File: src/rtl/decimal_bcd_alu_assert.svh
`ifndef DECIMAL_BCD_ALU_ASSERT_SVH
`define DECIMAL_BCD_ALU_ASSERT_SVH
// implication checked on every clock edge outside reset
`define DBA_ASSERT_IMP(lbl, clk, rst_n, lhs, rhs) \
	lbl: assert property (@(posedge clk) disable iff (!rst_n) (lhs) |-> (rhs)) \
		else $error("assertion failed");
// implication whose consequent is checked in the next cycle
`define DBA_ASSERT_NEXT(lbl, clk, rst_n, lhs, rhs) \
	lbl: assert property (@(posedge clk) disable iff (!rst_n) (lhs) |=> (rhs)) \
		else $error("assertion failed");
`endif

File: src/rtl/dba_pkg.sv
package dba_pkg;
	localparam int MAX_DIGITS = 16;
	localparam logic [2:0] OP_ADD = 3'd0;
	localparam logic [2:0] OP_SUB = 3'd1;
	localparam logic [2:0] OP_MUL = 3'd2;
	localparam logic [2:0] OP_DIV = 3'd3;
	localparam logic [2:0] OP_CMP = 3'd4;
	localparam logic [1:0] REL_LT = 2'd0;
	localparam logic [1:0] REL_EQ = 2'd1;
	localparam logic [1:0] REL_GT = 2'd2;

	// one decimal digit step of the shared adder
	typedef struct packed {
		logic [3:0] dig;
		logic       carry;
	} dstep_t;

	function automatic logic [3:0] clamp_digit(input logic [3:0] n);
		clamp_digit = (n > 4'd9) ? 4'd9 : n;
	endfunction
endpackage

File: src/rtl/decimal_bcd_alu.sv
// channel | ports                                          | handshake
// in      | operation, operand_a, operand_b               | start & !busy
// out     | value, relation, overflow, error              | done strobe
// all operations run one decimal digit per cycle through one digit adder/subtractor.
// add, subtract, compare: one pass over DIGITS+1 digits; unknown operation: straight to output.
// multiply: up to 9 adds of DIGITS+1 digit steps per multiplier digit.
// divide: up to 10 trial subtracts per quotient digit.
// reset clears the sequencer; done pulses one cycle and the receiver cannot stall.
`include "decimal_bcd_alu_assert.svh"
module decimal_bcd_alu #(
	parameter int DIGITS = 16
) (
	input  logic        clk,
	input  logic        arst_n,
	input  logic        start,
	output logic        busy,
	input  logic [2:0]  operation,
	input  logic [63:0] operand_a,
	input  logic [63:0] operand_b,
	output logic        done,
	output logic [63:0] value,
	output logic [1:0]  relation,
	output logic        overflow,
	output logic        error
);
	localparam int ND = DIGITS + 1;        // working width with one guard digit
	localparam int DW = $clog2(ND + 1);
	localparam int W  = 4 * ND;

	typedef enum logic [3:0] {
		S_IDLE, S_SUB, S_SUBCHK, S_ADDCHK,
		S_MSEL, S_MADD, S_MNEXT,
		S_DSHIFT, S_DTRY, S_DCHK, S_DDONE, S_OUT
	} state_t;

	state_t     state_q;
	logic [2:0] op_q;
	logic [W-1:0] a_q, b_q, acc_q, tmp_q, mq_q;
	logic [3:0] cnt_q;                     // current multiplier digit / trial count
	logic [DW-1:0] di_q, pos_q;
	logic       cy_q, ovf_q;
	logic [63:0] value_q;
	logic [1:0]  rel_q;
	logic        err_q;
	logic        zero_b_q;

	dba_pkg::dstep_t du;
	logic du_sub;
	logic [3:0] du_x, du_y;
	logic [W-1:0] a_in, b_in;

	always_comb begin
		a_in = '0;
		b_in = '0;
		for (int i = 0; i < DIGITS; i++) begin
			a_in[4*i +: 4] = dba_pkg::clamp_digit(operand_a[4*i +: 4]);
			b_in[4*i +: 4] = dba_pkg::clamp_digit(operand_b[4*i +: 4]);
		end
	end

	// operand selection for the shared digit unit
	always_comb begin
		du_sub = 1'b1;
		du_x = acc_q[4*di_q[DW-1:0] +: 4];
		du_y = b_q[4*di_q +: 4];
		case (state_q)
			S_SUB: begin
				du_sub = (op_q != dba_pkg::OP_ADD);
				du_x = a_q[4*di_q +: 4];
			end
			S_MADD: du_sub = 1'b0;
			default: du_sub = 1'b1;
		endcase
	end

	dba_digit_unit u_du (.sub(du_sub), .x(du_x), .y(du_y), .cin(cy_q), .res(du));

	logic last_d;
	assign last_d = (di_q == DW'(ND - 1));

	always_ff @(posedge clk or negedge arst_n) begin
		if (!arst_n) begin
			state_q <= S_IDLE;
			done <= 1'b0;
			op_q <= dba_pkg::OP_ADD;
			a_q <= '0;
			b_q <= '0;
			zero_b_q <= 1'b0;
			acc_q <= '0;
			tmp_q <= '0;
			mq_q <= '0;
			di_q <= '0;
			cy_q <= 1'b0;
			ovf_q <= 1'b0;
			err_q <= 1'b0;
			rel_q <= dba_pkg::REL_LT;
			value_q <= '0;
			cnt_q <= '0;
			pos_q <= '0;
		end else begin
			done <= 1'b0;
			case (state_q)
				S_IDLE: begin
					if (start) begin
						op_q <= operation;
						a_q <= a_in;
						b_q <= b_in;
						zero_b_q <= (b_in == '0);
						acc_q <= '0;
						tmp_q <= '0;
						mq_q <= '0;
						di_q <= '0;
						cy_q <= 1'b0;
						ovf_q <= 1'b0;
						err_q <= 1'b0;
						rel_q <= dba_pkg::REL_LT;
						value_q <= '0;
						cnt_q <= '0;
						pos_q <= DW'(DIGITS - 1);
						case (operation)
							dba_pkg::OP_ADD, dba_pkg::OP_SUB, dba_pkg::OP_CMP:
								state_q <= S_SUB;
							dba_pkg::OP_MUL: state_q <= S_MSEL;
							dba_pkg::OP_DIV: state_q <= S_DSHIFT;
							default: state_q <= S_OUT;
						endcase
					end
				end
				S_SUB: begin
					acc_q[4*di_q +: 4] <= du.dig;
					cy_q <= du.carry;
					di_q <= di_q + 1'b1;
					if (last_d) state_q <= S_SUBCHK;
				end
				S_SUBCHK: begin
					// cy_q is the final borrow for sub/cmp
					case (op_q)
						dba_pkg::OP_ADD: begin
							ovf_q <= (acc_q[W-1 -: 4] != 4'd0);
							value_q <= 64'(acc_q[4*DIGITS-1:0]);
						end
						dba_pkg::OP_SUB: begin
							if (cy_q) err_q <= 1'b1;
							else value_q <= 64'(acc_q[4*DIGITS-1:0]);
						end
						default: begin
							if (cy_q) rel_q <= dba_pkg::REL_LT;
							else if (acc_q == '0) rel_q <= dba_pkg::REL_EQ;
							else rel_q <= dba_pkg::REL_GT;
						end
					endcase
					state_q <= S_OUT;
				end
				// multiply: process a digits from the top, acc = acc*10 + b*digit
				S_MSEL: begin
					if (acc_q[W-1 -: 4] != 4'd0) ovf_q <= 1'b1;
					acc_q <= {acc_q[W-5:0], 4'd0};
					cnt_q <= a_q[4*pos_q +: 4];
					di_q <= '0;
					cy_q <= 1'b0;
					state_q <= (a_q[4*pos_q +: 4] == 4'd0) ? S_MNEXT : S_MADD;
				end
				S_MADD: begin
					acc_q[4*di_q +: 4] <= du.dig;
					cy_q <= du.carry;
					di_q <= di_q + 1'b1;
					if (last_d) begin
						if (du.carry) ovf_q <= 1'b1;
						di_q <= '0;
						cy_q <= 1'b0;
						cnt_q <= cnt_q - 1'b1;
						if (cnt_q == 4'd1) state_q <= S_MNEXT;
					end
				end
				S_MNEXT: begin
					if (pos_q == '0) begin
						ovf_q <= ovf_q | (acc_q[W-1 -: 4] != 4'd0);
						value_q <= 64'(acc_q[4*DIGITS-1:0]);
						state_q <= S_OUT;
					end else begin
						pos_q <= pos_q - 1'b1;
						state_q <= S_MSEL;
					end
				end
				// divide: remainder in acc, quotient in mq
				S_DSHIFT: begin
					if (zero_b_q) begin
						err_q <= 1'b1;
						state_q <= S_OUT;
					end else begin
						acc_q <= {acc_q[W-5:0], a_q[4*pos_q +: 4]};
						cnt_q <= '0;
						di_q <= '0;
						cy_q <= 1'b0;
						state_q <= S_DTRY;
					end
				end
				S_DTRY: begin
					tmp_q[4*di_q +: 4] <= du.dig;
					cy_q <= du.carry;
					di_q <= di_q + 1'b1;
					if (last_d) state_q <= S_DCHK;
				end
				S_DCHK: begin
					di_q <= '0;
					cy_q <= 1'b0;
					if (!cy_q) begin
						acc_q <= tmp_q;
						cnt_q <= cnt_q + 1'b1;
						state_q <= S_DTRY;
					end else begin
						state_q <= S_DDONE;
					end
				end
				S_DDONE: begin
					mq_q <= {mq_q[W-5:0], cnt_q};
					if (pos_q == '0) begin
						// quotient holds DIGITS digits, the guard digit is zero
						value_q <= 64'({mq_q[W-5:0], cnt_q});
						state_q <= S_OUT;
					end else begin
						pos_q <= pos_q - 1'b1;
						state_q <= S_DSHIFT;
					end
				end
				S_OUT: begin
					done <= 1'b1;
					state_q <= S_IDLE;
				end
				default: state_q <= S_IDLE;
			endcase
		end
	end

	assign busy = (state_q != S_IDLE);
	assign value = value_q;
	assign relation = rel_q;
	assign overflow = ovf_q;
	assign error = err_q;

	`DBA_ASSERT_IMP(a_done_idle, clk, arst_n, done, !busy)
	`DBA_ASSERT_IMP(a_err_zero, clk, arst_n, done && error, value == 64'd0)
	`DBA_ASSERT_NEXT(a_out_done, clk, arst_n, state_q == S_OUT, done)
	`DBA_ASSERT_IMP(a_ovf_err, clk, arst_n, done && overflow, !error)
endmodule

File: src/rtl/dba_digit_unit.sv
// shared digit unit: one BCD digit add or subtract with carry/borrow
module dba_digit_unit (
	input  logic           sub,
	input  logic [3:0]     x,
	input  logic [3:0]     y,
	input  logic           cin,
	output dba_pkg::dstep_t res
);
	logic [4:0] t;
	always_comb begin
		res = '0;
		if (sub) begin
			t = {1'b0, x} - {1'b0, y} - {4'd0, cin};
			if (t[4]) begin
				res.dig = 4'(t[3:0] + 4'd10);
				res.carry = 1'b1;
			end else begin
				res.dig = t[3:0];
				res.carry = 1'b0;
			end
		end else begin
			t = {1'b0, x} + {1'b0, y} + {4'd0, cin};
			if (t > 5'd9) begin
				res.dig = 4'(t - 5'd10);
				res.carry = 1'b1;
			end else begin
				res.dig = t[3:0];
				res.carry = 1'b0;
			end
		end
	end
endmodule

File: config.mk
export PLATFORM = sky130hd
export DESIGN_NAME = decimal_bcd_alu
export DESIGN_NICKNAME = d
export VERILOG_FILES = /design/src/rtl/dba_pkg.sv /design/src/rtl/decimal_bcd_alu.sv /design/src/rtl/dba_digit_unit.sv
export VERILOG_INCLUDE_DIRS = /design/src /design/src/rtl
export SDC_FILE = /design/constraint.sdc
export NUM_CORES = 1
export LEC_CHECK = 0
export BUFFER_PORTS_ARGS = -buffer_cell sky130_fd_sc_hd__buf_2
export CELL_PAD_IN_SITES_DETAIL_PLACEMENT = 1
export CELL_PAD_IN_SITES_GLOBAL_PLACEMENT = 2
export CORE_ASPECT_RATIO = 0.7
export CORE_MARGIN = 1.5
export CORE_UTILIZATION = 38
export DETAILED_ROUTE_END_ITERATION = 16
export PLACE_DENSITY = 0.89
export SETUP_SLACK_MARGIN = 0.4
export SLEW_MARGIN = 10
export SYNTH_ARGS = -nofsm -noshare
export SYNTH_HDL_FRONTEND = slang
export SYNTH_SLANG_ARGS = --single-unit
File: constraint.sdc
create_clock -name clk -period 7.8 [get_ports clk]
set_clock_uncertainty 0.15 [all_clocks]
set_input_delay 2.34 -clock clk [delete_from_list [all_inputs] [get_ports clk]]
set_output_delay 2.34 -clock clk [all_outputs]
set_load 0.005 [all_outputs]
Word level (Yosys, flattened, before mapping)
Index checks and enable logic that the tools add are counted.
{"block": "op_classes", "add_sub_neg": 11, "multipliers": 0, "div": 0, "magnitude_cmp": 33, "n_eq_ne": 36, "n_shift": 6, "muxes": 95, "bitwise_logic": 1, "n_reduce_logical": 38}
{"op": "68-bit case mux with 5 select lines", "count": 1}
{"op": "68-bit by 8-bit indexed part select with 4-bit output", "count": 4}
{"op": "64-bit 2-to-1 mux", "count": 4}
{"op": "64-bit case mux with 4 select lines", "count": 1}
{"op": "68-bit 2-to-1 mux", "count": 3}
{"op": "4-bit 2-to-1 mux", "count": 44}
{"op": "68-bit bitwise mux", "count": 2}
{"op": "68-bit logical NOT", "count": 2}
{"op": "68-bit case mux with 2 select lines", "count": 1}
{"op": "4-bit greater-than comparator (second input constant)", "count": 32}
{"op": "64-bit case mux with 2 select lines", "count": 1}
{"op": "60-bit case mux with 2 select lines", "count": 1}
{"op": "4-bit by 34-bit variable shift with 68-bit output (first input constant)", "count": 1}
{"op": "4-bit by 34-bit indexed part select with 68-bit output", "count": 1}
{"op": "5-bit 2-to-1 mux", "count": 8}
{"op": "4-bit case mux with 10 select lines", "count": 1}
{"op": "2-bit inequality test (second input constant)", "count": 17}
{"op": "7-bit negation with 34-bit output", "count": 1}
{"op": "5-bit case mux with 5 select lines", "count": 1}
{"op": "4-bit case mux with 5 select lines", "count": 1}
{"op": "5-bit nonzero test", "count": 4}
{"op": "4-bit by 3-bit == test with 1-bit output (second input constant)", "count": 4}
{"op": "4-bit == test (second input constant)", "count": 4}
{"op": "5-bit AND reduction", "count": 3}
{"op": "40 further kinds", "count": 78}
{"block": "word_totals", "reg_bits": 416, "latch_bits": 0, "mem_bits_rw": 0, "romBits": 0, "inputBits": 134, "output_inout_bits": 70, "elab_cells": 237, "memories": 0}

Longest topological paths before layout
Gate-level depths: netlist (run 1).
{"block": "depth", "ltp_word": 10, "depth_mapped": 23, "ltp_nobuf": 18}

Hierarchy
Synthesis (run 1) repeated with hierarchy kept, for this count alone.
{"block": "hier_totals", "cells_unflattened": 2175, "hier_area_um2": 21429.3}
{"module": "decimal_bcd_alu", "n_inst": 1, "cells_each": 2103, "area_per_inst_um2": 20850.0, "seq_area_each_um2": 10410.0}
{"module": "dba_digit_unit", "n_inst": 1, "cells_each": 72, "area_per_inst_um2": 579.3, "seq_area_each_um2": 0.0}

Worst setup path before layout (run 1)
Ideal clock, no wire load.
{"block": "synth_timing", "kind": "register to register", "startpoint": "reg state_q[1]", "endpoint": "reg acc_q[41]", "setup_time_ps": 96, "arrival_ps": 5332, "required_ps": 7554, "path_slack_ps": 2222, "stages_incl_launch_ff": 24, "path_buffers": 5, "synth_period_minus_slack_ps": 5578, "path_cell_list": "dfrtp_1 buf_6 or4b_1 buf_2 buf_4 buf_1 mux4_2 nand2_1 a31oi_1 nand4_1 nand2_1 a21oi_1 fa_1 fa_1 xor2_1 ha_1 nand2b_1 a22o_1 o311ai_2 xor2_1 a211o_1 clkbuf_1 or3_1 o31ai_1"}
{"block": "synth_via", "elab_chain_len": 10, "word_cells_on_any_way": 27, "cone_classes": "6 x add/sub; 1 x order compare; 8 x eq/ne; 1 x shift; 7 x mux; 4 x reduce/logical"}
{"element": "from (decl)", "line_no": "decimal_bcd_alu.sv:36", "source": "state_t state_q;"}
{"element": "from (signal assigned)", "line_no": "decimal_bcd_alu.sv:161", "source": "state_q <= (a_q[4*pos_q +: 4] == 4'd0) ? S_MNEXT : S_MADD;"}
{"element": "4-bit by 1-bit == test with 1-bit output", "line_no": "decimal_bcd_alu.sv:66, decimal_bcd_alu.sv:102"}
{"element": "4-bit 2-to-1 mux", "line_no": "decimal_bcd_alu.sv:66", "source": "case (state_q)"}
{"element": "4-bit by 4-bit adder with 5-bit output or 4-bit by 4-bit subtractor with 5-bit output (tied branches)", "line_no": "dba_digit_unit.sv:22, dba_digit_unit.sv:13"}
{"element": "5-bit by 1-bit adder with 5-bit output or 5-bit by 1-bit subtractor with 5-bit output (tied branches)", "line_no": "dba_digit_unit.sv:22, dba_digit_unit.sv:13"}
{"element": "4-bit subtractor, or another cell as far along", "line_no": "dba_digit_unit.sv:24", "source": "res.dig = 4'(t - 5'd10);"}
{"element": "5-bit 2-to-1 mux (on tied branches)", "line_no": "dba_digit_unit.sv:23, dba_digit_unit.sv:14"}
{"element": "5-bit 2-to-1 mux", "line_no": "dba_digit_unit.sv:12", "source": "if (sub) begin"}
{"element": "4-bit by 34-bit indexed part select with 68-bit output", "line_no": "decimal_bcd_alu.sv:130, decimal_bcd_alu.sv:164"}
{"element": "68-bit bitwise mux", "line_no": "decimal_bcd_alu.sv:130, decimal_bcd_alu.sv:164"}
{"element": "68-bit case mux with 5 select lines", "line_no": "decimal_bcd_alu.sv:102", "source": "case (state_q)"}
{"element": "to (signal, indexed assignment)", "line_no": "decimal_bcd_alu.sv:130", "source": "acc_q[4*di_q +: 4] <= du.dig;"}
{"element": "to (signal assigned)", "line_no": "decimal_bcd_alu.sv:157", "source": "acc_q <= {acc_q[W-5:0], 4'd0};"}
{"element": "to (signal, indexed assignment)", "line_no": "decimal_bcd_alu.sv:164", "source": "acc_q[4*di_q +: 4] <= du.dig;"}
{"element": "to (decl)", "line_no": "decimal_bcd_alu.sv:38", "source": "logic [W-1:0] a_q, b_q, acc_q, tmp_q, mq_q;"}
Several ways; a longest one is shown, not always the timed one.
A chain may end at the register's enable or synchronous reset.

Worst setup path after layout (run 1)
{"block": "layout_timing", "startpoint": "reg state_q[1]", "endpoint": "reg acc_q[17]"}
Same word-level chain as after synthesis.

==> impl_summary.md, run 1 <==
Synthesis
The number of warning messages in the yosys log is 0. By area the synthesized netlist is led by sky130_fd_sc_hd__dfrtp_1 (48%), sky130_fd_sc_hd__mux4_2 (6.5%), sky130_fd_sc_hd__nand2_1 (5.5%). The share of synthesized area in the top cell type comes to 0.476. The most instantiated flip-flop cell in the synthesis netlist is sky130_fd_sc_hd__dfrtp_1. The async set-reset flop share out of synthesis is 1.00. The number of enable-type register cells in the synthesized netlist is 0. In the synthesized netlist, the cells that appear most often are sky130_fd_sc_hd__dfrtp_1 (416), sky130_fd_sc_hd__nand2_1 (323), sky130_fd_sc_hd__o21ai_0 (201). Synthesis produced 2,249 cells. Synthesis instantiated 75 different standard cells from the library. The synthesized design contains 416 register bits. The biggest area consumer among synthesized cells is sky130_fd_sc_hd__dfrtp_1. The sequential cell area fraction in the yosys report is 0.476.

The mean cell area of the mapped netlist is 9.72 um2. The mapped cell area is 21,900 um2. When the netlist entered floorplanning its net count stood at 2,405. The most numerous cell in the Yosys netlist is sky130_fd_sc_hd__dfrtp_1.

CTS
The later pin in the worst-skew pair is clocked with a latency of 0.60 ns. The number of buffers inserted to repair setup after CTS is 0. Clock tree synthesis selected as its root buffer the cell sky130_fd_sc_hd__clkbuf_16. The H-tree depth reported by CTS is 2. After clock tree synthesis, the flow added hold-fix buffers numbering 0. The number of buffers created by CTS is 43. TritonCTS built the clock tree. The clock transition at the register clock pins on the worst setup and hold paths after CTS is 0.07 ns. Gates resized during post-CTS repair numbered 0.

The maximum buffer depth of the clock tree is 3. CTS saw 416 sinks.

Worst hold path
The end point of the most critical hold path is b_q[39]. The cell depth of the worst min-delay path is 2. The type of the tightest min-delay check is flop to flop. The startpoint identified for the worst hold timing path is b_q[39].

STA
Hold is met by 0.324 ns. Of the available clock period, the critical path in the final layout requires 0.861. For the final routed database, the setup TNS stands at 0 ns. The number of endpoints failing setup at the final stage is 0. The headroom to the max-slew limit is 0.209. The slew at the pin closest to its max-slew limit is 1.18 ns. The highest clock rate is 149 MHz.

The final max-slew violation count is 0. Setup repair after global routing left no endpoint under its margin. The post-layout minimum cycle time is 6.72 ns. The count of final hold-check violations is 0.

Place
The post-detailed-placement cell area is 23,500 um2. At the end of routability-driven placement, the weighted congestion stood at 0.966. Input and output buffers added on the ports amount to 203.

The HPWL after detailed placement is 60,400 um.

Routing
The wire length reported by the detailed router is 83,400 um. The final antenna-violating net count is 0. The total DRC errors in the routed layout is 0. For this block, the initial DRC count from the detailed router was 2,103. Dividing the detail-routed wire length by the instance count gives 26.5 um. For this run, the detailed router's first-pass iteration total came to 8.

The ratio of routed vias to standard cells is 6.23. The via count is 19,600.

Outcome
The flow ran to the end, and the final reports show no timing, DRC or antenna violations.

Global route
The first global-routing pass estimated 128,000 um of wire. The global-route usage over all layers is 0.286. The number of global-route vias before repair came to 20,200. The global routing usage on met3 is 0.0781. The global routing met1 resource utilization is 0.434. Summed over all layers, the global routing overflow is 0.

The number of antenna violations at the first check in global routing is 2. Entering global routing, the biggest net connects 191 pins. The most congested layer reported by global routing is met1. For met2 alone, demand over resource in global routing was 0.398.

Pwr
Summed over all cells, the static leakage comes to 10.7 nW. Overall power consumption after layout is estimated at 12.2 mW. The ratio of total power to cell area is 492 nW/um2.

VDD sags by at most 0.364 mV.

Critical path
The depth of the most critical reg-to-reg path is 18. The worst setup path is captured at a flop. The maximum net fanout on the critical path is 20. At the worst endpoint, the required time is 8.14 ns. The worst setup path is launched from a flop. The worst register-to-register path has a setup slack of 1.08 ns. For the worst setup path, the data arrival time is 7.06 ns. The source of the worst register-to-register timing path is state_q[1]. The capture instance of the worst register-to-register path is acc_q[17]. By startpoint and endpoint, the worst setup path is classified as flop to flop.

Die
The total die area is 59,000 um2. Row generation in the floorplan step produced 73 rows. After floorplanning, the core was sized to cover 56,800 um2. The vertical die dimension is 204 um. The initial utilization of the core area, before any placement, comes to 0.385. The top-level I/O count is 204.

The overall die width is 290 um.

Layout
The ratio of cells with drive above 1 in the final layout is 0.185. The final-stage net count is 2,522. Relative to the synthesized area, the layout overhead comes to 13.9%. The post-route cell area is 24,900 um2.

Job
Max-cap violations in this run came to 0.
per-stage QoR:
step | utilization | setup slack, ns | std cells
4_1_cts | 0.438 | 1.13 | 3147
3_3_place_gp | 0.414 | 1.43 | 3071
5_1_grt | 0.438 | 0.748 | 3149
3_5_place_dp | 0.414 | 1.17 | 3071
2_1_floorplan | - | 2.22 | 2249
6_report | 0.438 | 1.08 | 3149
metal layers:
layer / vias up / wire [um]
met5: - / 0
met4: 0 / 1820
met3: 135 / 8220
met2: 913 / 34900
met1: 10100 / 38500
li1: 8507 / -
placed cells by master (no fill, tap or decap), types with 45 or more instances in the layout:
cell type                   count
sky130_fd_sc_hd__o21ai_0      201
sky130_fd_sc_hd__mux4_2        63
sky130_fd_sc_hd__nand2b_1      82
sky130_fd_sc_hd__a22oi_1      106
sky130_fd_sc_hd__a22o_1        74
sky130_fd_sc_hd__nand3_1       74
sky130_fd_sc_hd__nor2_1       167
sky130_fd_sc_hd__clkbuf_16     45
sky130_fd_sc_hd__a21oi_1      117
sky130_fd_sc_hd__buf_2        202
sky130_fd_sc_hd__nand2_1      321
sky130_fd_sc_hd__dfrtp_1      414
critical path, cell delays in order, from the launching register on:
cell,delay (ns)
sky130_fd_sc_hd__dfrtp_1,0.61
sky130_fd_sc_hd__or4b_1,0.96
sky130_fd_sc_hd__mux4_2,0.49
sky130_fd_sc_hd__nand2_1,0.05
sky130_fd_sc_hd__a31oi_1,0.20
sky130_fd_sc_hd__nand4_1,0.15
sky130_fd_sc_hd__nand2_1,0.15
sky130_fd_sc_hd__a21oi_1,0.11
sky130_fd_sc_hd__fa_1,0.49
sky130_fd_sc_hd__fa_1,0.41
sky130_fd_sc_hd__xor2_1,0.40
sky130_fd_sc_hd__ha_1,0.24
sky130_fd_sc_hd__nand2b_1,0.06
sky130_fd_sc_hd__a22o_1,0.19
sky130_fd_sc_hd__o311ai_2,0.41
sky130_fd_sc_hd__xor2_1,0.16
sky130_fd_sc_hd__a211o_1,0.63
sky130_fd_sc_hd__or3_1,0.49
sky130_fd_sc_hd__o21ai_0,0.26
power by group:
group          total [mW]  internal, mW  switching [mW]
Combinational        6.74          2.18            4.56
Sequential           3.41          2.79           0.617
Clock                2.08          1.17           0.911
area by class of cell:
cell class | instances | area (um2)
flip-flops and latches | 416 | 10400
well taps | 750 | 938
fillers | 6463 | 31900
diodes | 2 | 5.00
clock buffers | 66 | 1280
repair buffers | 234 | 1320
inverters | 45 | 169
clock inverters | 10 | 95.1
multi-input cells | 1626 | 10700
how the worst max path moves through the flow:
stage                 to  slack, ns  cells past startpoint        from
3_3_place_gp   acc_q[25]       1.43                     18  state_q[1]
5_1_grt        acc_q[17]       0.75                     18  state_q[1]
3_5_place_dp   acc_q[49]       1.17                     18  state_q[1]
4_1_cts        acc_q[41]       1.13                     18  state_q[1]
6_report       acc_q[17]       1.08                     18  state_q[1]
2_1_floorplan  acc_q[41]       2.22                     23  state_q[1]
registers in the layout (all words and copies together), names as in the netlist, 4 cells and up:
register	flops
state_q	4
mq_q	60
a_q	64
b_q	64
value	64
pos_q	5
tmp_q	68
cnt_q	4
acc_q	68
di_q	5
logic make-up after synthesis:
family                   Yosys count  synth area share
AND/OR/NAND/NOR                  784             0.164
flip-flops                       416             0.476
XOR/XNOR                          10           0.00464
buffers and inverters            207            0.0386
multiplexers                     105            0.0857
AO/OA/AOI/OAI                    704             0.216
adder cells (fa/ha/maj)           23            0.0144
Power figures use the tool's default switching activity.
==> inputs of run 2 (changes only) <==
- ABC_AREA: default -> 1
- CORE_UTILIZATION: 38 -> 35
- SYNTH_HIERARCHICAL: default -> 1
==> impl_summary.md, run 2 <==
Pwr
The internal power is 5.10 mW (was 6.14 mW). The leakage power figure is 12.7 nW (was 10.7 nW). The total net switching power is 5.83 mW (was 6.09 mW). The power share of the combinational group is 0.541 (was 0.551). The post-route total power is 10.9 mW (was 12.2 mW). The switching share of power is 0.533 (was 0.498).

The sequential fraction of design power came to 0.258 (was 0.279). The relative contribution of the clock network to total power came to 0.201 (was 0.170). The ratio of total power to cell area is 412 nW/um2 (was 492 nW/um2). The worst voltage drop across the vdd grid is 0.301 mV (was 0.364 mV).

STA
The total negative slack for setup checks came to 0 ns (unchanged). The number of endpoints failing setup at the final stage is 0 (unchanged). The post-layout minimum cycle time is 6.76 ns (was 6.72 ns). The count of final hold-check violations was 0 (unchanged).

The headroom to the max-slew limit is 0.334 (was 0.209). The final max-slew violation count came to 0 (unchanged). The worst setup margin was 1.04 ns (was 1.08 ns). The share of the cycle needed by the critical path after routing is 0.867 (was 0.861). The final-layout worst hold slack is 0.328 ns (was 0.324 ns). The highest clock rate is 148 MHz (was 149 MHz). Unrepaired setup endpoints after global routing: false (unchanged). The slew at the pin closest to its max-slew limit is 0.995 ns (was 1.18 ns).

Worst hold path
The type of the tightest min-delay check is flop to flop (unchanged).

CTS
The number of buffers inserted to repair setup after CTS is 0 (unchanged). The H-tree depth reported by CTS is 2 (unchanged). The number of buffers created by CTS came to 46 (was 43). The library cell used as clock root buffer is sky130_fd_sc_hd__clkbuf_16 (unchanged). The post-cts repair resize count is 0 (unchanged). The CTS tree is done (unchanged). The clock sink count was 416 (unchanged). The number of buffers inserted by hold repair at cts came to 0 (unchanged). The worst-skew pair later-pin latency is 0.61 ns (was 0.60 ns). The clock transition at the register clock pins on the worst setup and hold paths after CTS is 0.06 ns (was 0.07 ns). The maximum buffer depth of the clock tree is 3 (unchanged).

Layout
The final-stage net count came to 3,405 (was 2,522). Regs by FF count: acc_q (68), tmp_q (68) (unchanged). Most frequent cells in the layout: sky130_fd_sc_hd__nand2_1 (796), sky130_fd_sc_hd__inv_1 (416), sky130_fd_sc_hd__dfrtp_1 (415) (was sky130_fd_sc_hd__dfrtp_1 (414), sky130_fd_sc_hd__nand2_1 (321), sky130_fd_sc_hd__buf_2 (202)). The end-of-flow core utilization is 0.400 (was 0.438). The number of non-filler instances in the completed layout came to 4,177 (was 3,149). The synthesis-to-finish area growth was 13.1% (was 13.9%). The post-route cell area was 26,500 um2 (was 24,900 um2).

The most common cell after layout, fill and taps aside is sky130_fd_sc_hd__nand2_1 (was sky130_fd_sc_hd__dfrtp_1). The antenna diode count is 0 (was 2). The ratio of cells with drive above 1 in the final layout was 0.122 (was 0.185).

Critical path
The count of buffer and inverter cells on the critical path came to 3 (was 0). The data required time of the critical path is 8.20 ns (was 8.14 ns). The internal reg-to-reg setup slack is 1.04 ns (was 1.08 ns). The kind of start point of the critical path is a flop (unchanged). The critical path capture point type was a flop (unchanged). The maximum net fanout on the critical path came to 103 (was 20). The kind of cell adding the most delay to the critical path was simple AND/OR/NAND/NOR gates (unchanged).

The critical path's largest stage delay came to 0.60 ns (was 0.96 ns). The critical path start-end classification is flop to flop (unchanged). The slowest cell on the critical path was sky130_fd_sc_hd__o21ai_0 (was sky130_fd_sc_hd__or4b_1). Counting stages on the worst path, the most repeated cell is sky130_fd_sc_hd__nand2_1. The worst path arrival time came to 7.16 ns (was 7.06 ns).

Routing
The average detailed-routed wire length per instance is 23.2 um (was 26.5 um). The detailed router's first-iteration violation count is 2,234 (was 2,103). The number of detailed-route iterations in the first pass is 5 (was 8). The wire length reported by the detailed router is 96,800 um (was 83,400 um). The total DRC errors in the routed layout is 0 (unchanged). The final antenna-violating net count is 0 (unchanged). The via count was 23,300 (was 19,600). The ratio of routed vias to standard cells is 5.58 (was 6.23).

Global route
The number of global-route vias before repair is 23,300 (was 20,200). The largest net degree at the start of global routing is 140 (was 191). The global routing met1 resource utilization came to 0.416 (was 0.434). The routing usage on met2 is 0.406 (was 0.398). The global routing usage on met3 is 0.0674 (was 0.0781). The global-route usage over all layers is 0.282 (was 0.286). The most congested layer reported by global routing was met1 (unchanged). The wire length of the first global-routing pass is 148,000 um (was 128,000 um).

The leftover overflow at the end of global routing is 0 (unchanged). The number of antenna violations at the first check in global routing was 0 (was 2).

Synthesis
The count of mapped cells out of synthesis is 3,145 (was 2,249). The most numerous cell in the Yosys netlist is sky130_fd_sc_hd__nand2_1 (was sky130_fd_sc_hd__dfrtp_1). The number of flip-flops and latches in the synthesized netlist is 416 (unchanged). The biggest area consumer among synthesized cells was sky130_fd_sc_hd__dfrtp_1 (unchanged).

The sequential cell area fraction in the yosys report is 0.444 (was 0.476). Dominant cells by area after synthesis: sky130_fd_sc_hd__dfrtp_1 (44%), sky130_fd_sc_hd__nand2_1 (13%), sky130_fd_sc_hd__inv_1 (6.7%) (was sky130_fd_sc_hd__dfrtp_1 (48%), sky130_fd_sc_hd__mux4_2 (6.5%), sky130_fd_sc_hd__nand2_1 (5.5%)). The mean cell area of the mapped netlist is 7.46 um2 (was 9.72 um2). The area share of the largest cell type after synthesis was 0.444 (was 0.476). The synthesized netlist net count is 3,302 (was 2,405).

The mapped cell area is 23,500 um2 (was 21,900 um2). The number of enable-type register cells in the synthesized netlist is 0 (unchanged). The number of distinct library cells after synthesis is 54 (was 75). The number of warning messages in the yosys log was 6 (was 0).

Synth top cells by count: sky130_fd_sc_hd__nand2_1 (799), sky130_fd_sc_hd__inv_1 (417), sky130_fd_sc_hd__dfrtp_1 (416) (was sky130_fd_sc_hd__dfrtp_1 (416), sky130_fd_sc_hd__nand2_1 (323), sky130_fd_sc_hd__o21ai_0 (201)). The most instantiated flip-flop cell in the synthesis netlist is sky130_fd_sc_hd__dfrtp_1 (unchanged). The async set-reset flop share out of synthesis is 1.00 (unchanged).

Place
The HPWL after detailed placement was 69,600 um (was 60,400 um). The worst setup slack after placement is 1.37 ns (was 1.17 ns). The total placed cells including tap cells is 4,091 (was 3,071). The post-detailed-placement cell area is 25,100 um2 (was 23,500 um2).

The count of input and output buffers was 203 (unchanged). The final weighted congestion in routability-driven placement came to 0.945 (was 0.966).

Die
The floorplan row count is 79 (was 73). The vertical die dimension is 220 um (was 204 um). The core footprint is 66,400 um2 (was 56,800 um2). The total die area is 68,600 um2 (was 59,000 um2). The starting density of the core was 0.353 (was 0.385). The overall die width was 312 um (was 290 um). The top-level I/O count is 204 (unchanged).

Outcome
Status: finished, final reports clean (unchanged).

Job
The max-cap violation count is 0 (unchanged).
-- run 2: cell types whose count changed after synthesis, sizes merged, moves of 34 or more --
cell	delta
o22ai	+125
inv	+399
nand2	+495
nand2b	-82
clkbuf	-48
buf	+59
nand3	+140
mux4	-63
a22oi	-48
a2bb2oi	-37
nand4	+34
a22o	-69
o21ai	+99
-- run 2: path summary, 6_finish.rpt --
check	from	to	cells after the start
min	b_q[48]	b_q[48]	2
min in group asynchronous	arst_n	b_q[4]	1
min reg2reg	b_q[48]	b_q[48]	2
max in group asynchronous	arst_n	a_q[22]	2
max reg2reg	state_q[3]	acc_q[22]	32
max	state_q[3]	acc_q[22]	32
-- run 2: power groups by stage --
stage / Combinational [mW] / Clock (mW) / Sequential [mW]
6_report: 5.92 / 2.19 / 2.82
5_1_grt: 6.39 / 2.32 / 2.86
4_1_cts: 5.76 / 2.22 / 2.82
3_5_place_dp: 5.72 / 0 / 2.85
3_3_place_gp: 5.61 / 0 / 2.84
2_1_floorplan: 3.94 / 0 / 2.69
-- run 2: cell type report --
cell class / count / area [um2]
inverter: 447 / 1680
clock inverter: 17 / 138
tap: 891 / 1110
clock buffer: 69 / 1330
sequential: 416 / 10400
fill: 8321 / 39900
timing repair buffer: 228 / 1250
multi-input combinational: 2109 / 10600
-- run 2: kinds of logic after synthesis --
family	count (synthesis)	share of synthesized area
AOI/OAI and AO/OA	779	0.193
xor gates and xnor gates	5	0.00187
adders and majority gates	23	0.0135
buffers and inverters	620	0.106
DFF	416	0.444
and+or+nand+nor	1302	0.242
-- run 2: layer usage --
metal | routed length [um] | up-vias | share of wire
met3 | 8550 | 154 | 0.088
met4 | 2800 | 0 | 0.029
met1 | 45300 | 11700 | 0.47
li1 | - | 10600 | -
met2 | 40200 | 854 | 0.41
met5 | 0 | - | 0
-- run 2: worst reg2reg max path, delay by kind of cell, from the launching register on --
family	cells	cell delay, ns
AO/OA/AOI/OAI	3	1.16
adder cells (fa/ha/maj)	3	1.12
buffers and inverters	3	0.25
flip-flops	1	0.47
AND/OR/NAND/NOR	23	3.57
==> inputs of run 3 (changes only) <==
- CORE_UTILIZATION: 35 -> 39
- CTS_BUF_LIST: default -> sky130_fd_sc_hd__clkbuf_2
- PLACE_DENSITY: 0.89 -> 0.95
- clock period: 7.8 -> 8.8 ns (I/O delays scaled with it)
==> impl_summary.md, run 3 (same netlist as run 2, synthesis figures left out) <==
Layout
Regs by FF count: acc_q (68), tmp_q (68) (unchanged). The post-route cell area is 25,900 um2 (was 26,500 um2). The synthesis-to-finish area growth was 10.3% (was 13.1%). The end-of-flow core utilization was 0.440 (was 0.400). The most common cell after layout, fill and taps aside was sky130_fd_sc_hd__nand2_1 (unchanged). The number of non-filler instances in the completed layout is 4,178 (was 4,177). The final-stage net count is 3,467 (was 3,405). The number of fill cells in the layout came to 7,557 (was 8,321). Most frequent cells in the layout: sky130_fd_sc_hd__nand2_1 (796), sky130_fd_sc_hd__inv_1 (416), sky130_fd_sc_hd__dfrtp_1 (415) (unchanged).

The ratio of cells with drive above 1 in the final layout is 0.147 (was 0.122).

Routing
The final antenna-violating net count is 0 (unchanged). The ratio of routed vias to standard cells is 5.81 (was 5.58). The total DRC errors in the routed layout was 0 (unchanged). The wire length reported by the detailed router was 102,000 um (was 96,800 um). The average detailed-routed wire length per instance is 24.5 um (was 23.2 um). The detailed router's first-iteration violation count came to 2,693 (was 2,234). The number of detailed-route iterations in the first pass came to 6 (was 5). The via count is 24,300 (was 23,300).

Place
The count of input and output buffers was 203 (unchanged). The HPWL after detailed placement came to 73,100 um (was 69,600 um). The final weighted congestion in routability-driven placement came to 0.986 (was 0.945). The worst setup slack after placement is 2.24 ns (was 1.37 ns). The post-detailed-placement cell area came to 25,000 um2 (was 25,100 um2). The total placed cells including tap cells is 3,999 (was 4,091).

Job
The max-cap violation count is 0 (unchanged).

Pwr
The post-route total power is 9.19 mW (was 10.9 mW). The worst voltage drop across the vdd grid was 0.302 mV (was 0.301 mV). The ratio of total power to cell area is 355 nW/um2 (was 412 nW/um2). The leakage power figure came to 12.7 nW (about the same).

Critical path
The internal reg-to-reg setup slack was 1.93 ns (was 1.04 ns). The critical path start-end classification was flop to flop (unchanged). The worst path arrival time was 7.88 ns (was 7.16 ns). The data required time of the critical path is 9.82 ns (was 8.20 ns). The kind of start point of the critical path is a flop (unchanged). The critical path capture point type is a flop (unchanged). The depth of the most critical reg-to-reg path is 34 (was 32). The most used cell along the critical path is sky130_fd_sc_hd__nand2_1 (unchanged). The maximum net fanout on the critical path is 78 (was 103).

The slowest cell on the critical path is sky130_fd_sc_hd__dfrtp_1 (was sky130_fd_sc_hd__o21ai_0). The critical path's largest stage delay was 0.57 ns (was 0.60 ns). The source of the worst register-to-register timing path is state_q[1] (was state_q[3]). The capture instance of the worst register-to-register path is acc_q[6] (was acc_q[22]).

STA
The headroom to the max-slew limit was 0.192 (was 0.334). The slew at the pin closest to its max-slew limit is 1.21 ns (was 0.995 ns). The number of endpoints failing setup at the final stage is 0 (unchanged). The share of the cycle needed by the critical path after routing is 0.780 (was 0.867). Unrepaired setup endpoints after global routing: false (unchanged). The count of final hold-check violations was 0 (unchanged). The final max-slew violation count is 0 (unchanged). The highest clock rate came to 146 MHz (was 148 MHz). The total negative slack for setup checks was 0 ns (unchanged). The final-layout worst hold slack was 0.340 ns (was 0.328 ns). The post-layout minimum cycle time is 6.87 ns (was 6.76 ns).

The worst setup margin is 1.93 ns (was 1.04 ns).

Global route
The wire length of the first global-routing pass is 154,000 um (was 148,000 um). The largest net degree at the start of global routing was 163 (was 140). The leftover overflow at the end of global routing is 0 (unchanged). The number of global-route vias before repair is 24,600 (was 23,300).

The global-route usage over all layers is 0.332 (was 0.282). The number of antenna violations at the first check in global routing was 2 (was 0).

CTS
The clock transition at the register clock pins on the worst setup and hold paths after CTS was 0.15 ns (was 0.06 ns). The number of buffers inserted to repair setup after CTS is 0 (unchanged). The number of buffers inserted by hold repair at cts is 0 (unchanged).

The post-cts repair resize count is 0 (unchanged). The CTS tree was done (unchanged). The number of buffers created by CTS came to 107 (was 46).

The worst-skew pair later-pin latency is 1.28 ns (was 0.61 ns). The library cell used as clock root buffer was sky130_fd_sc_hd__clkbuf_2 (was sky130_fd_sc_hd__clkbuf_16). The H-tree depth reported by CTS is 3 (was 2).

The maximum buffer depth of the clock tree is 3 (unchanged). The clock sink count came to 416 (unchanged).

Worst hold path
The hold path startpoint is b_q[49] (was b_q[48]). The end point of the most critical hold path was b_q[49] (was b_q[48]). The type of the tightest min-delay check is flop to flop (unchanged). The cell depth of the worst min-delay path was 2 (unchanged).

Die
The floorplan row count came to 74 (was 79). The total die area is 61,700 um2 (was 68,600 um2). The core footprint is 58,900 um2 (was 66,400 um2).

The starting density of the core is 0.398 (was 0.353). The vertical die dimension is 208 um (was 220 um). The top-level I/O count is 204 (unchanged). The overall die width was 296 um (was 312 um).

Outcome
Status: finished, final reports clean (unchanged).
## run 3: cell types whose count changed in the layout (fill, tap and decap cells not counted), moves of 3 or more
cell                        previous run  this run
sky130_fd_sc_hd__clkbuf_8              7         0
sky130_fd_sc_hd__clkinv_2             13         1
sky130_fd_sc_hd__clkinv_1              3        15
sky130_fd_sc_hd__clkbuf_1             15         0
sky130_fd_sc_hd__inv_6                 0         3
sky130_fd_sc_hd__clkbuf_2              0       158
sky130_fd_sc_hd__clkbuf_16            47         0
## run 3: area by class of cell
type / count / area (um2) / area share
repair buffers: 229 / 1250 / 0.0481
clock inverters: 19 / 136 / 0.00527
inverters: 447 / 1680 / 0.0651
clock buffers: 158 / 791 / 0.0306
flip-flops and latches: 416 / 10400 / 0.402
diodes: 2 / 5.00 / 0.000193
multi-input cells: 2109 / 10600 / 0.410
well taps: 798 / 998 / 0.0386
## run 3: how the worst max path moves through the flow
stage                           from         to  slack [ns]  cells past startpoint
after floorplan           state_q[1]  acc_q[29]        4.22                     34
after global placement    state_q[1]  acc_q[21]        2.53                     34
after detailed placement  state_q[1]   acc_q[6]        2.24                     34
after CTS                 state_q[1]   acc_q[6]        2.27                     34
after global routing      state_q[1]  acc_q[22]        1.64                     34
final                     state_q[1]   acc_q[6]        1.93                     34
## run 3: critical path: cells and delay by family, from the launching register on
family	cells	cell delay, ns
flops	1	0.57
buf+inv	4	0.79
simple gates	23	3.51
fa+ha+maj	3	1.13
compound gates	4	0.70
## run 3: power by group
group / total, mW / switching, mW / internal [mW]
Clock: 1.41 / 0.899 / 0.514
Combinational: 5.29 / 4.10 / 1.19
Sequential: 2.49 / 0.256 / 2.23
Total: 9.19 / 5.26 / 3.94
## run 3: layer usage
layer | track usage | share of wire | vias to the layer above
met2 | 0.469 | 0.42 | 1066
li1 | - | - | 10800
met4 | 0.0804 | 0.022 | 0
met1 | 0.493 | 0.46 | 12300
met3 | 0.0991 | 0.10 | 168
met5 | 0 | 0 | -
